<file path="src/hdl/i2cms_pkg.sv">
package i2cms_pkg;

  localparam int TX_MAX   = 16;
  localparam int RX_MAX   = 16;
  localparam int CNT_W    = 5;
  localparam int IDX_W    = 4;
  localparam int STORE_N  = TX_MAX + 1;

  typedef enum logic [1:0] {
    MODE_LOAD  = 2'd0,
    MODE_WRITE = 2'd1,
    MODE_READ  = 2'd2,
    MODE_EVENT = 2'd3
  } mode_t;

  typedef enum logic [3:0] {
    ST_START       = 4'd0,
    ST_REP_START   = 4'd1,
    ST_MT_SLA_ACK  = 4'd2,
    ST_MT_SLA_NACK = 4'd3,
    ST_MT_DATA_ACK = 4'd4,
    ST_MT_DATA_NACK = 4'd5,
    ST_ARB_LOST    = 4'd6,
    ST_MR_SLA_ACK  = 4'd7,
    ST_MR_SLA_NACK = 4'd8,
    ST_MR_DATA_ACK = 4'd9,
    ST_MR_DATA_NACK = 4'd10,
    ST_NO_INFO     = 4'd11,
    ST_BUS_ERROR   = 4'd12
  } status_t;

  typedef enum logic [2:0] {
    ACT_NONE  = 3'd0,
    ACT_START = 3'd1,
    ACT_STOP  = 3'd2,
    ACT_XFER  = 3'd3,
    ACT_ACK   = 3'd4,
    ACT_NAK   = 3'd5
  } action_t;

  typedef enum logic [2:0] {
    ERR_SUCCESS   = 3'd0,
    ERR_BUSY      = 3'd1,
    ERR_WADDR_NAK = 3'd2,
    ERR_DATA_NAK  = 3'd3,
    ERR_ARB_LOST  = 3'd4,
    ERR_RADDR_NAK = 3'd5,
    ERR_BUS       = 3'd6
  } error_t;

  typedef struct packed {
    logic [1:0]  mode;
    logic [6:0]  slave_addr;
    logic [4:0]  length;
    logic        keep_bus;
    logic [3:0]  byte_index;
    logic [7:0]  tx_byte;
    logic [3:0]  status_code;
    logic [7:0]  rx_byte;
  } in_item_t;

  typedef struct packed {
    logic [2:0]  bus_action;
    logic [7:0]  data_out;
    logic        data_out_valid;
    logic        rx_store_valid;
    logic [3:0]  rx_store_index;
    logic [7:0]  rx_store_byte;
    logic        ready_res;
    logic [2:0]  error_code;
    logic        accepted;
  } out_item_t;

  typedef struct packed {
    logic             we;
    logic [CNT_W-1:0] addr;
    logic [7:0]       data;
  } store_wr_t;

endpackage

</file>
<file path="src/hdl/i2c_master_transaction_sequencer.sv">
// An item goes through in_q_r, then out_q_r, before out_valid; a stall may hold it.
// Throughput: one item per cycle; in_stall rises only when the result register is
// full and out_stall holds it.
// Reset (rst_n low, synchronous): bus phase ready, error success, all counters zero,
// pipeline empty. The payload store is not cleared.
module i2c_master_transaction_sequencer (
  input  logic                  clk,
  input  logic                  rst_n,
  input  logic                  in_valid,
  output logic                  in_stall,
  input  i2cms_pkg::in_item_t   in_data,
  output logic                  out_valid,
  input  logic                  out_stall,
  output i2cms_pkg::out_item_t  out_data
);

  i2cms_pkg::in_item_t   in_q_r;
  logic                  in_q_valid_r;
  i2cms_pkg::out_item_t  res;
  i2cms_pkg::out_item_t  out_q_r;
  logic                  out_valid_r;
  logic                  out_free;
  logic                  fire;
  logic                  take;

  assign out_free = !out_valid_r || !out_stall;
  assign fire     = in_q_valid_r && out_free;
  assign in_stall = in_q_valid_r && !out_free;
  assign take     = in_valid && !in_stall;

  i2cms_core u_core (
    .clk   (clk),
    .rst_n (rst_n),
    .fire  (fire),
    .item  (in_q_r),
    .res   (res)
  );

  always_ff @(posedge clk) begin
    if (!rst_n) begin
      in_q_valid_r <= 1'b0;
      out_valid_r  <= 1'b0;
    end else begin
      if (take) begin
        in_q_valid_r <= 1'b1;
      end else if (fire) begin
        in_q_valid_r <= 1'b0;
      end
      if (fire) begin
        out_valid_r <= 1'b1;
      end else if (!out_stall) begin
        out_valid_r <= 1'b0;
      end
    end
  end

  always_ff @(posedge clk) begin
    if (take) begin
      in_q_r <= in_data;
    end
    if (fire) begin
      out_q_r <= res;
    end
  end

  assign out_valid = out_valid_r;
  assign out_data  = out_q_r;

endmodule

</file>
<file path="src/hdl/i2cms_tx_store.sv">
module i2cms_tx_store (
  input  logic                       clk,
  input  i2cms_pkg::store_wr_t       wr,
  input  logic [i2cms_pkg::CNT_W-1:0] rd_addr,
  output logic [7:0]                 rd_data
);

  logic [7:0] mem_r [i2cms_pkg::STORE_N];

  always_ff @(posedge clk) begin
    if (wr.we && (wr.addr <= i2cms_pkg::CNT_W'(i2cms_pkg::TX_MAX))) begin
      mem_r[wr.addr] <= wr.data;
    end
  end

  assign rd_data = (rd_addr <= i2cms_pkg::CNT_W'(i2cms_pkg::TX_MAX)) ? mem_r[rd_addr] : 8'h00;

endmodule

</file>
<file path="src/hdl/i2cms_core.sv">
module i2cms_core (
  input  logic                  clk,
  input  logic                  rst_n,
  input  logic                  fire,
  input  i2cms_pkg::in_item_t   item,
  output i2cms_pkg::out_item_t  res
);

  typedef enum logic [2:0] {
    PH_READY    = 3'd0,
    PH_REPSTART = 3'd1,
    PH_INIT     = 3'd2,
    PH_TX       = 3'd3,
    PH_RX       = 3'd4
  } phase_t;

  localparam int W = i2cms_pkg::CNT_W;
  localparam logic [W-1:0] TX_MAX_C = W'(i2cms_pkg::TX_MAX);
  localparam logic [W-1:0] RX_MAX_C = W'(i2cms_pkg::RX_MAX);

  phase_t                phase_r, phase_nxt;
  i2cms_pkg::error_t     err_r, err_nxt;
  logic                  hold_r, hold_nxt;
  logic [W-1:0]          send_pos_r, send_pos_nxt;
  logic [W-1:0]          send_cnt_r, send_cnt_nxt;
  logic [W-1:0]          recv_pos_r, recv_pos_nxt;
  logic [W-1:0]          recv_cnt_r, recv_cnt_nxt;

  i2cms_pkg::store_wr_t  wr;
  logic [7:0]            rd_data;
  logic [7:0]            sla;
  logic                  rd_cmd;
  logic                  ok;

  i2cms_tx_store u_store (
    .clk     (clk),
    .wr      (wr),
    .rd_addr (send_pos_r),
    .rd_data (rd_data)
  );

  always_comb begin
    phase_nxt    = phase_r;
    err_nxt      = err_r;
    hold_nxt     = hold_r;
    send_pos_nxt = send_pos_r;
    send_cnt_nxt = send_cnt_r;
    recv_pos_nxt = recv_pos_r;
    recv_cnt_nxt = recv_cnt_r;
    wr           = '0;
    res          = '0;
    res.accepted = 1'b1;
    rd_cmd       = (item.mode == i2cms_pkg::MODE_READ);
    sla          = {item.slave_addr, rd_cmd};
    ok           = 1'b0;

    if (fire) begin
      case (i2cms_pkg::mode_t'(item.mode))
        i2cms_pkg::MODE_LOAD: begin
          if ({1'b0, item.byte_index} < TX_MAX_C) begin
            wr.we   = 1'b1;
            wr.addr = W'(item.byte_index) + W'(1);
            wr.data = item.tx_byte;
          end
        end
        i2cms_pkg::MODE_WRITE, i2cms_pkg::MODE_READ: begin
          ok = (phase_r == PH_READY) || (phase_r == PH_REPSTART);
          if (rd_cmd) begin
            if (item.length == '0 || item.length > RX_MAX_C) ok = 1'b0;
          end else begin
            if (item.length > TX_MAX_C) ok = 1'b0;
          end
          if (!ok) begin
            res.accepted = 1'b0;
          end else begin
            wr.we   = 1'b1;
            wr.addr = '0;
            wr.data = sla;
            if (rd_cmd) begin
              send_cnt_nxt = W'(1);
              recv_cnt_nxt = item.length;
              recv_pos_nxt = '0;
            end else begin
              send_cnt_nxt = item.length + W'(1);
            end
            send_pos_nxt = '0;
            hold_nxt     = item.keep_bus;
            if (phase_r == PH_REPSTART) begin
              res.data_out       = sla;
              res.data_out_valid = 1'b1;
              send_pos_nxt       = W'(1);
              res.bus_action     = i2cms_pkg::ACT_XFER;
            end else begin
              res.bus_action = i2cms_pkg::ACT_START;
            end
            phase_nxt = PH_INIT;
          end
        end
        default: begin
          case (item.status_code) inside
            i2cms_pkg::ST_START, i2cms_pkg::ST_MT_SLA_ACK, i2cms_pkg::ST_MT_DATA_ACK: begin
              if (item.status_code == i2cms_pkg::ST_MT_SLA_ACK) phase_nxt = PH_TX;
              if (send_pos_r < send_cnt_r && send_pos_r <= TX_MAX_C) begin
                res.data_out       = rd_data;
                res.data_out_valid = 1'b1;
                send_pos_nxt       = send_pos_r + W'(1);
                err_nxt            = i2cms_pkg::ERR_BUSY;
                res.bus_action     = i2cms_pkg::ACT_XFER;
              end else begin
                err_nxt = i2cms_pkg::ERR_SUCCESS;
                if (hold_r) begin
                  res.bus_action = i2cms_pkg::ACT_START;
                end else begin
                  phase_nxt      = PH_READY;
                  res.bus_action = i2cms_pkg::ACT_STOP;
                end
              end
            end
            i2cms_pkg::ST_MR_SLA_ACK, i2cms_pkg::ST_MR_DATA_ACK: begin
              if (item.status_code == i2cms_pkg::ST_MR_DATA_ACK && recv_pos_r < recv_cnt_r) begin
                res.rx_store_valid = 1'b1;
                res.rx_store_index = recv_pos_r[i2cms_pkg::IDX_W-1:0];
                res.rx_store_byte  = item.rx_byte;
                recv_pos_nxt       = recv_pos_r + W'(1);
              end
              phase_nxt = PH_RX;
              err_nxt   = i2cms_pkg::ERR_BUSY;
              if ({1'b0, recv_pos_nxt} + (W+1)'(1) < {1'b0, recv_cnt_r}) begin
                res.bus_action = i2cms_pkg::ACT_ACK;
              end else begin
                res.bus_action = i2cms_pkg::ACT_NAK;
              end
            end
            i2cms_pkg::ST_MR_DATA_NACK: begin
              if (recv_pos_r < recv_cnt_r) begin
                res.rx_store_valid = 1'b1;
                res.rx_store_index = recv_pos_r[i2cms_pkg::IDX_W-1:0];
                res.rx_store_byte  = item.rx_byte;
                recv_pos_nxt       = recv_pos_r + W'(1);
              end
              err_nxt = i2cms_pkg::ERR_SUCCESS;
              if (hold_r) begin
                res.bus_action = i2cms_pkg::ACT_START;
              end else begin
                phase_nxt      = PH_READY;
                res.bus_action = i2cms_pkg::ACT_STOP;
              end
            end
            i2cms_pkg::ST_MT_SLA_NACK, i2cms_pkg::ST_MT_DATA_NACK, i2cms_pkg::ST_ARB_LOST,
            i2cms_pkg::ST_MR_SLA_NACK: begin
              case (item.status_code)
                i2cms_pkg::ST_MT_SLA_NACK:  err_nxt = i2cms_pkg::ERR_WADDR_NAK;
                i2cms_pkg::ST_MT_DATA_NACK: err_nxt = i2cms_pkg::ERR_DATA_NAK;
                i2cms_pkg::ST_ARB_LOST:     err_nxt = i2cms_pkg::ERR_ARB_LOST;
                default:                    err_nxt = i2cms_pkg::ERR_RADDR_NAK;
              endcase
              if (hold_r) begin
                res.bus_action = i2cms_pkg::ACT_START;
              end else begin
                phase_nxt      = PH_READY;
                res.bus_action = i2cms_pkg::ACT_STOP;
              end
            end
            i2cms_pkg::ST_REP_START: begin
              phase_nxt = PH_REPSTART;
            end
            i2cms_pkg::ST_BUS_ERROR: begin
              err_nxt        = i2cms_pkg::ERR_BUS;
              phase_nxt      = PH_READY;
              res.bus_action = i2cms_pkg::ACT_STOP;
            end
            default: begin
            end
          endcase
        end
      endcase
    end

    res.ready_res  = (phase_nxt == PH_READY) || (phase_nxt == PH_REPSTART);
    res.error_code = err_nxt;
  end

  always_ff @(posedge clk) begin
    if (!rst_n) begin
      phase_r    <= PH_READY;
      err_r      <= i2cms_pkg::ERR_SUCCESS;
      hold_r     <= 1'b0;
      send_pos_r <= '0;
      send_cnt_r <= '0;
      recv_pos_r <= '0;
      recv_cnt_r <= '0;
    end else begin
      phase_r    <= phase_nxt;
      err_r      <= err_nxt;
      hold_r     <= hold_nxt;
      send_pos_r <= send_pos_nxt;
      send_cnt_r <= send_cnt_nxt;
      recv_pos_r <= recv_pos_nxt;
      recv_cnt_r <= recv_cnt_nxt;
    end
  end

endmodule

</file>
<file path="config.mk">
export PLATFORM = sky130hd
export DESIGN_NAME = i2c_master_transaction_sequencer
export DESIGN_NICKNAME = d
export VERILOG_FILES = /design/src/hdl/i2cms_pkg.sv /design/src/hdl/i2c_master_transaction_sequencer.sv /design/src/hdl/i2cms_tx_store.sv /design/src/hdl/i2cms_core.sv
export SDC_FILE = /design/constraint.sdc
export NUM_CORES = 1
export LEC_CHECK = 0
export ABC_AREA = 1
export BUFFER_PORTS_ARGS = -buffer_cell sky130_fd_sc_hd__buf_2
export CORE_MARGIN = 2
export CORE_UTILIZATION = 50
export DETAILED_ROUTE_END_ITERATION = 10
export HOLD_SLACK_MARGIN = 0.1
export PLACE_DENSITY = 0.79
export SETUP_SLACK_MARGIN = 0.15
export SLEW_MARGIN = 20
export SYNTH_ARGS = -nofsm -noshare
export SYNTH_HDL_FRONTEND = slang
export SYNTH_HIERARCHICAL = 1
export SYNTH_SLANG_ARGS = --single-unit
</file>
<file path="constraint.sdc">
create_clock -name clk -period 4.3 [get_ports clk]
set_input_delay 0.215 -clock clk [delete_from_list [all_inputs] [get_ports clk]]
set_output_delay 0.215 -clock clk [all_outputs]
set_load 0.05 [all_outputs]
</file>
# --- Yosys cells after proc, flatten, opt, wreduce, memory -nomap -nowiden ---
# Memories as Yosys holds them, arrays and structs flattened. A register that Yosys moved wholly into a read port is not among the register bits.
# Index checks and enable logic that the tools add are counted.
op_classes:
  addsub: 5
  magnitude_cmp: 6
  eq_ne: 19
  n_mux: 78
  bitwise_logic: 1
  reduce_logical: 34
ops:
  columns: ["cell", "n"]
  rows:
  - ["5-bit two-way mux", 17]
  - ["3-bit two-way mux", 26]
  - ["13-bit two-way mux", 4]
  - ["14-bit two-way mux", 2]
  - ["14-bit one-hot mux with 2 select lines", 1]
  - ["9-bit two-way mux", 3]
  - ["12-bit one-hot mux with 2 select lines", 1]
  - ["5-bit one-hot mux with 2 select lines", 2]
  - ["4-bit by 3-bit == test with 1-bit output (second input constant)", 4]
  - ["4-bit == test (second input constant)", 4]
  - ["5-bit by 1-bit adder with 5-bit output (second input constant)", 3]
  - ["1-bit two-way mux", 15]
  - ["12-bit two-way mux", 1]
  - ["5-bit <= comparator (second input constant)", 2]
  - ["5-bit < comparator", 2]
  - ["3-bit one-hot mux with 3 select lines", 1]
  - ["4-bit by 2-bit == test with 1-bit output (second input constant)", 2]
  - ["8-bit two-way mux", 1]
  - ["2-bit by 1-bit inequality test with 1-bit output (second input constant)", 4]
  - ["7-bit AND reduction", 1]
  - ["5-bit by 1-bit adder with 6-bit output (second input constant)", 1]
  - ["3-bit by 1-bit == test with 1-bit output (second input constant)", 2]
  - ["1-bit logical AND", 6]
  - ["3-bit logical NOT", 2]
  - ["23 further kinds", 36]
word_totals:
  regBits: 98
  ramBits: 136
  inputBits: 43
  out_inout_bits: 32
  word_cells: 170
  memories: 1
mem_list:
  columns: ["name", "words", "width", "rd", "rd_ports_with_merged_regs", "write_ports", "line", "source"]
  rows:
  - ["u_core.u_store.mem_r", 17, 8, 1, 1, 1, "i2cms_tx_store.sv:8", "logic [7:0] mem_r [i2cms_pkg::STORE_N];"]

# --- Logic depth before layout (Yosys ltp) ---
depth:
  ltp_word: 13
  ltp_mapped: 21
  depth_no_buf: 21

# --- By module ---
# Netlist, hierarchy kept.
modules_own_cells:
  columns: ["mod", "instances", "cells_per_inst", "area_each_um2", "seq_area_each_um2"]
  rows:
  - ["i2cms_tx_store", 1, 610, 6037.0, 4083.9]
  - ["i2cms_core", 1, 457, 2766.4, 540.5]
  - ["i2c_master_transaction_sequencer", 1, 82, 2167.1, 2112.0]

# --- Worst setup path after synthesis ---
# OpenSTA, ideal clock, no wires.
synth_path:
  path_type: "register to register"
  startpoint: "register out_valid_r, in the netlist out_valid"
  endpoint: "memory u_core.u_store.mem_r[2][0] (enable)"
  arrival_time_ns: 3.932
  required_ns: 3.930
  slack_ns: -0.002
  path_stages_with_launch: 10
  path_buffers: 0
  synth_period_minus_slack_ns: 4.302
  cell_sequence: "dfxtp_1 -> a21oi_1 -> inv_1 -> nor2_1 -> nand2_1 -> o21ai_0 -> nand4_1 -> nand2_1 -> nand3_1 -> nor2_1"
synth_rtl:
  columns: ["element", "line", "source"]
  rows:
  - ["start, declared", "i2c_master_transaction_sequencer.sv:21", "logic out_valid_r;"]
  - ["start signal, assigned", "i2c_master_transaction_sequencer.sv:42", "out_valid_r <= 1'b0;"]
  - ["start signal, assigned", "i2c_master_transaction_sequencer.sv:50", "out_valid_r <= 1'b1;"]
  - ["start signal, assigned", "i2c_master_transaction_sequencer.sv:52", "out_valid_r <= 1'b0;"]
  - ["end, declared", "i2cms_tx_store.sv:8", null]

==> flow_metrics.py <==
metrics = {
    "yosys": {
        "yosys.cell_types.count": 40,
        "synth-edff-count": 205,
        "yosys-mux-area-fraction_pct": 0,
        "postSynthNetCount": 1217,
        "synth_fa_ha_area_share_pct": 2.85,
        "synth-warning-count": 6,
        "synthFlopType": "sky130_fd_sc_hd__edfxtp_1",
        "postSynthCellCount": 1149,
        "ys_seq_elements": 234,
        "async_reset_ff_share_pct": 0,
        "avgSynthCellArea_um2": 9.55,
        "synth_top_family_by_area": "simple AND/OR/NAND/NOR gates",
        "share_of_the_yosys_chip_area_belonging_to_registers_pct": 61.4,
        "synth_xor_xnor_area_share_pct": 0.559,
        "mappedNetlistArea_mm2": 0.0110,
        "area_fraction_in_compound_gates_after_synthesis_pct": 5.79,
        "synth_simple_gate_area_share_pct": 20.8,
    },
    "route": {
        "drt.antenna.violating_nets": 0,
        "first_pass_iters": 6,
        "route.vias.total": 8324,
        "drt-initial-drc-count": 771,
        "drc_errors_left": 0,
        "finalWirelength_um": 26200,
        "via_per_inst": 5.31,
        "wl_per_cell_um": 16.7,
    },
    "setup_path": {
        "setup.reg_to_reg.worst_slack_ps": 730,
        "worst_r2r_path_depth": 12,
        "critPathCaptureType": "flip-flop",
        "worst_ep_arrival_time_ps": 3740,
        "setup.worst_path.start_class": "flip-flop",
        "regToRegStartpoint": "in_q_r[25]",
        "timing.setup.critical_path_class": "reg -> reg",
        "timing.rr.end": "u_core/u_store/mem_r[6][5]",
        "worstSetupStartpoint": "in_q_r[25]",
        "crit_path_end": "u_core/u_store/mem_r[6][5]",
        "cp_max_fo": 12,
        "worst_ep_required_time_ps": 4470,
    },
    "clocking": {
        "clkSinkCount": 234,
        "cts_root_buf": "sky130_fd_sc_hd__clkbuf_16",
        "post_cts_resize_count": 0,
        "max_h_tree_level": 1,
        "clkSlewWorstSetupHoldPaths_ps": 60,
        "number_of_clock_buffers_inserted_by_tritoncts": 25,
        "tritoncts": "done",
        "clock_latency_late_sink_ps": 540,
        "cts-root-to-sink-buffers": 3,
    },
    "pwr": {
        "ir_drop_mv": 0.367,
        "pwr_density_cell_mw_per_mm2": 394,
        "cellLeakagePower_nw": 5.50,
    },
    "placed_design": {
        "routabilityCongestion": 0.902,
        "placement.setup.worst_slack_ps": 745,
        "detailed_place_hpwl_um": 17200,
        "placement.io_buffers": 74,
    },
    "timing": {
        "setup_total_negative_slack_ps": 0,
        "finClkSkew_ps": 18.2,
        "post-route-worst-setup-slack_ps": 733,
        "setup_repair_after_global_routing_missed_its_margin": "no",
        "finalHoldViolCount": 0,
        "max_transition_viols_final": 0,
        "max_freq_ghz": 0.280,
        "final.period_utilization_pct": 82.9,
        "slew_headroom_pct": 35.6,
        "final_critical_path_time_including_i_o_delays_and_setup_ps": 3570,
        "finalSetupViolCount": 0,
        "worst_pin_slew_ps": 965,
    },
    "layout": {
        "fin_nets": 1337,
        "synthToLayoutAreaGrowth_pct": 16.8,
        "share_of_final_layout_standard_cells_stronger_than_drive_strength_1_pct": 12.4,
        "antenna-diode-count": 0,
        "fillCellCount": 1725,
    },
    "floorplan": {
        "ios": 75,
        "area_of_the_die_mm2": 0.0231,
        "rows": 54,
        "dieWidth_um": 152,
        "design.core.area_mm2": 0.0217,
        "initial_core_util_pct": 50.6,
        "die_height_um": 152,
    },
    "grt": {
        "number_of_antenna_violations_at_the_first_check_in_global_routing": 0,
        "grt_first_pass_wirelength_um": 42000,
        "grt_max_degree": 76,
        "vias_in_the_first_global_route": 8173,
        "groute.usage.overall_pct": 22.6,
        "globalRoute.totalOverflow": 0,
    },
    "status": {
        "outcome": "complete, no violations",
    },
    "job": {
        "max_cap_violations": 0,
    },
    "worst_hold_path": {
        "worst_hold_path_type": "in -> reg",
    },
}
==> report_power, final <==
group / leakage, nW / switching, mW / total (mW) / internal [mW]
sequential: 2.29 / 0.0290 / 2.54 / 2.51
clock: 0.391 / 0.897 / 2.06 / 1.16
combinational: 2.82 / 0.313 / 0.456 / 0.143
==> cell families (layout without fill, tap and decap cells) <==
family,Yosys count,count (layout)
xor gates and xnor gates,7,7
adders and majority gates,25,25
AOI/OAI and AO/OA,111,111
buffers and inverters,233,372
DFF,234,234
and+or+nand+nor,539,539
==> synth_stat cells (all sizes together), types with 12 or more instances <==
cell type    n  area, µm²
inv        195        732
buf         24        159
clkbuf      12       46.3
nor3        12       60.1
nor2       130        528
edfxtp     205       6160
nand3      101        516
nand2      279       1060
nand4       16        106
o21ai       33        165
dfxtp       29        581
ha          25        313
a21oi       49        249
==> stage by stage <==
step / instances / cell area, µm² / total power [mW] / hold WS [ps] / utilization, %
floorplan: 1149 / 11000 / 2.88 / 314 / -
global placement: 1478 / 11600 / 2.99 / 392 / 53.4
detailed placement: 1478 / 11600 / 3.00 / 393 / 53.4
CTS: 1568 / 12800 / 5.07 / 363 / 59.1
global route: 1568 / 12800 / 5.22 / 385 / 59.1
finish: 1568 / 12800 / 5.05 / 380 / 59.1
==> state kept, by name, summed over array words and instances (netlist names), 3 cells and up <==
register / cells
u_core/recv_cnt_r: 5
out_data: 30
in_q_r: 39
u_core/recv_pos_r: 5
u_core/err_r: 3
u_core/send_pos_r: 5
u_core/send_cnt_r: 5
u_core/phase_r: 3
u_core/u_store/mem_r: 136
==> timing repair <==
action / CTS / global route
hold buffers: 44 / 0
setup buffers: 0 / 0
setup endpoints to repair: 0 / 0
endpoints found under the hold margin: 53 / 0
==> worst max-delay path: stages (launching register included) <==
cell	delay [ps]
sky130_fd_sc_hd__edfxtp_1	430
sky130_fd_sc_hd__inv_1	100
sky130_fd_sc_hd__ha_1	140
sky130_fd_sc_hd__nand3_1	80
sky130_fd_sc_hd__ha_1	300
sky130_fd_sc_hd__o211ai_2	130
sky130_fd_sc_hd__nor2_4	270
sky130_fd_sc_hd__nand2_2	230
sky130_fd_sc_hd__o21ai_0	310
sky130_fd_sc_hd__nand4_1	200
sky130_fd_sc_hd__nand2_1	170
sky130_fd_sc_hd__nand3_1	240
sky130_fd_sc_hd__nor2_1	610
==> area by class of cell <==
type / count / area [µm²] / area share (%)
Clock buffer: 35 / 703 / 5.49
Tap cell: 280 / 350 / 2.73
Sequential cell: 234 / 6740 / 52.6
Clock inverter: 11 / 88.8 / 0.693
Multi-Input combinational cell: 682 / 3300 / 25.7
Inverter: 197 / 741 / 5.78
Timing Repair Buffer: 129 / 893 / 6.97
==> worst min-delay path by stage <==
| stage | slack, ps | start | end | cells past startpoint |
|---|---|---|---|---|
| CTS | 360 | in_data[34] | in_q_r[34] | 2 |
| finish | 380 | in_data[35] | in_q_r[35] | 2 |
| floorplan | 310 | in_data[0] | in_q_r[0] | 0 |
| detailed placement | 390 | in_data[34] | in_q_r[34] | 1 |
| global route | 390 | in_data[15] | in_q_r[15] | 2 |
| global placement | 390 | in_data[3] | in_q_r[3] | 1 |
==> cell usage in the layout (no fill, tap or decap), types with 5 or more instances in the layout <==
master	synthesis	layout
sky130_fd_sc_hd__dlygate4sd3_1	0	44
sky130_fd_sc_hd__buf_4	1	11
sky130_fd_sc_hd__o22ai_1	8	8
sky130_fd_sc_hd__nand2_2	6	6
sky130_fd_sc_hd__nor2_1	122	122
sky130_fd_sc_hd__buf_2	16	74
sky130_fd_sc_hd__ha_1	25	25
sky130_fd_sc_hd__dfxtp_1	29	28
sky130_fd_sc_hd__a21oi_1	48	47
sky130_fd_sc_hd__o21ai_0	28	28
sky130_fd_sc_hd__clkinv_2	1	5
sky130_fd_sc_hd__clkbuf_16	0	25
sky130_fd_sc_hd__nor3_1	12	12
sky130_fd_sc_hd__inv_1	183	183
sky130_fd_sc_hd__inv_2	12	12
sky130_fd_sc_hd__edfxtp_1	205	205
sky130_fd_sc_hd__clkbuf_1	11	6
sky130_fd_sc_hd__nand3_1	99	99
sky130_fd_sc_hd__xor2_1	6	6
sky130_fd_sc_hd__a22oi_1	7	7
sky130_fd_sc_hd__o21ai_1	5	5
sky130_fd_sc_hd__nand2_1	273	273
sky130_fd_sc_hd__nand4_1	15	15
==> layer usage <==
layer | global-route usage, % | routed length (µm) | part of all wire, %
met5 | 0 | 0 | 0
met4 | 8.99 | 992 | 3.8
met3 | 3.22 | 1880 | 7.2
met2 | 38.6 | 12800 | 49
met1 | 29.3 | 10500 | 40
Note: power is estimated with default switching activity, not from simulation.
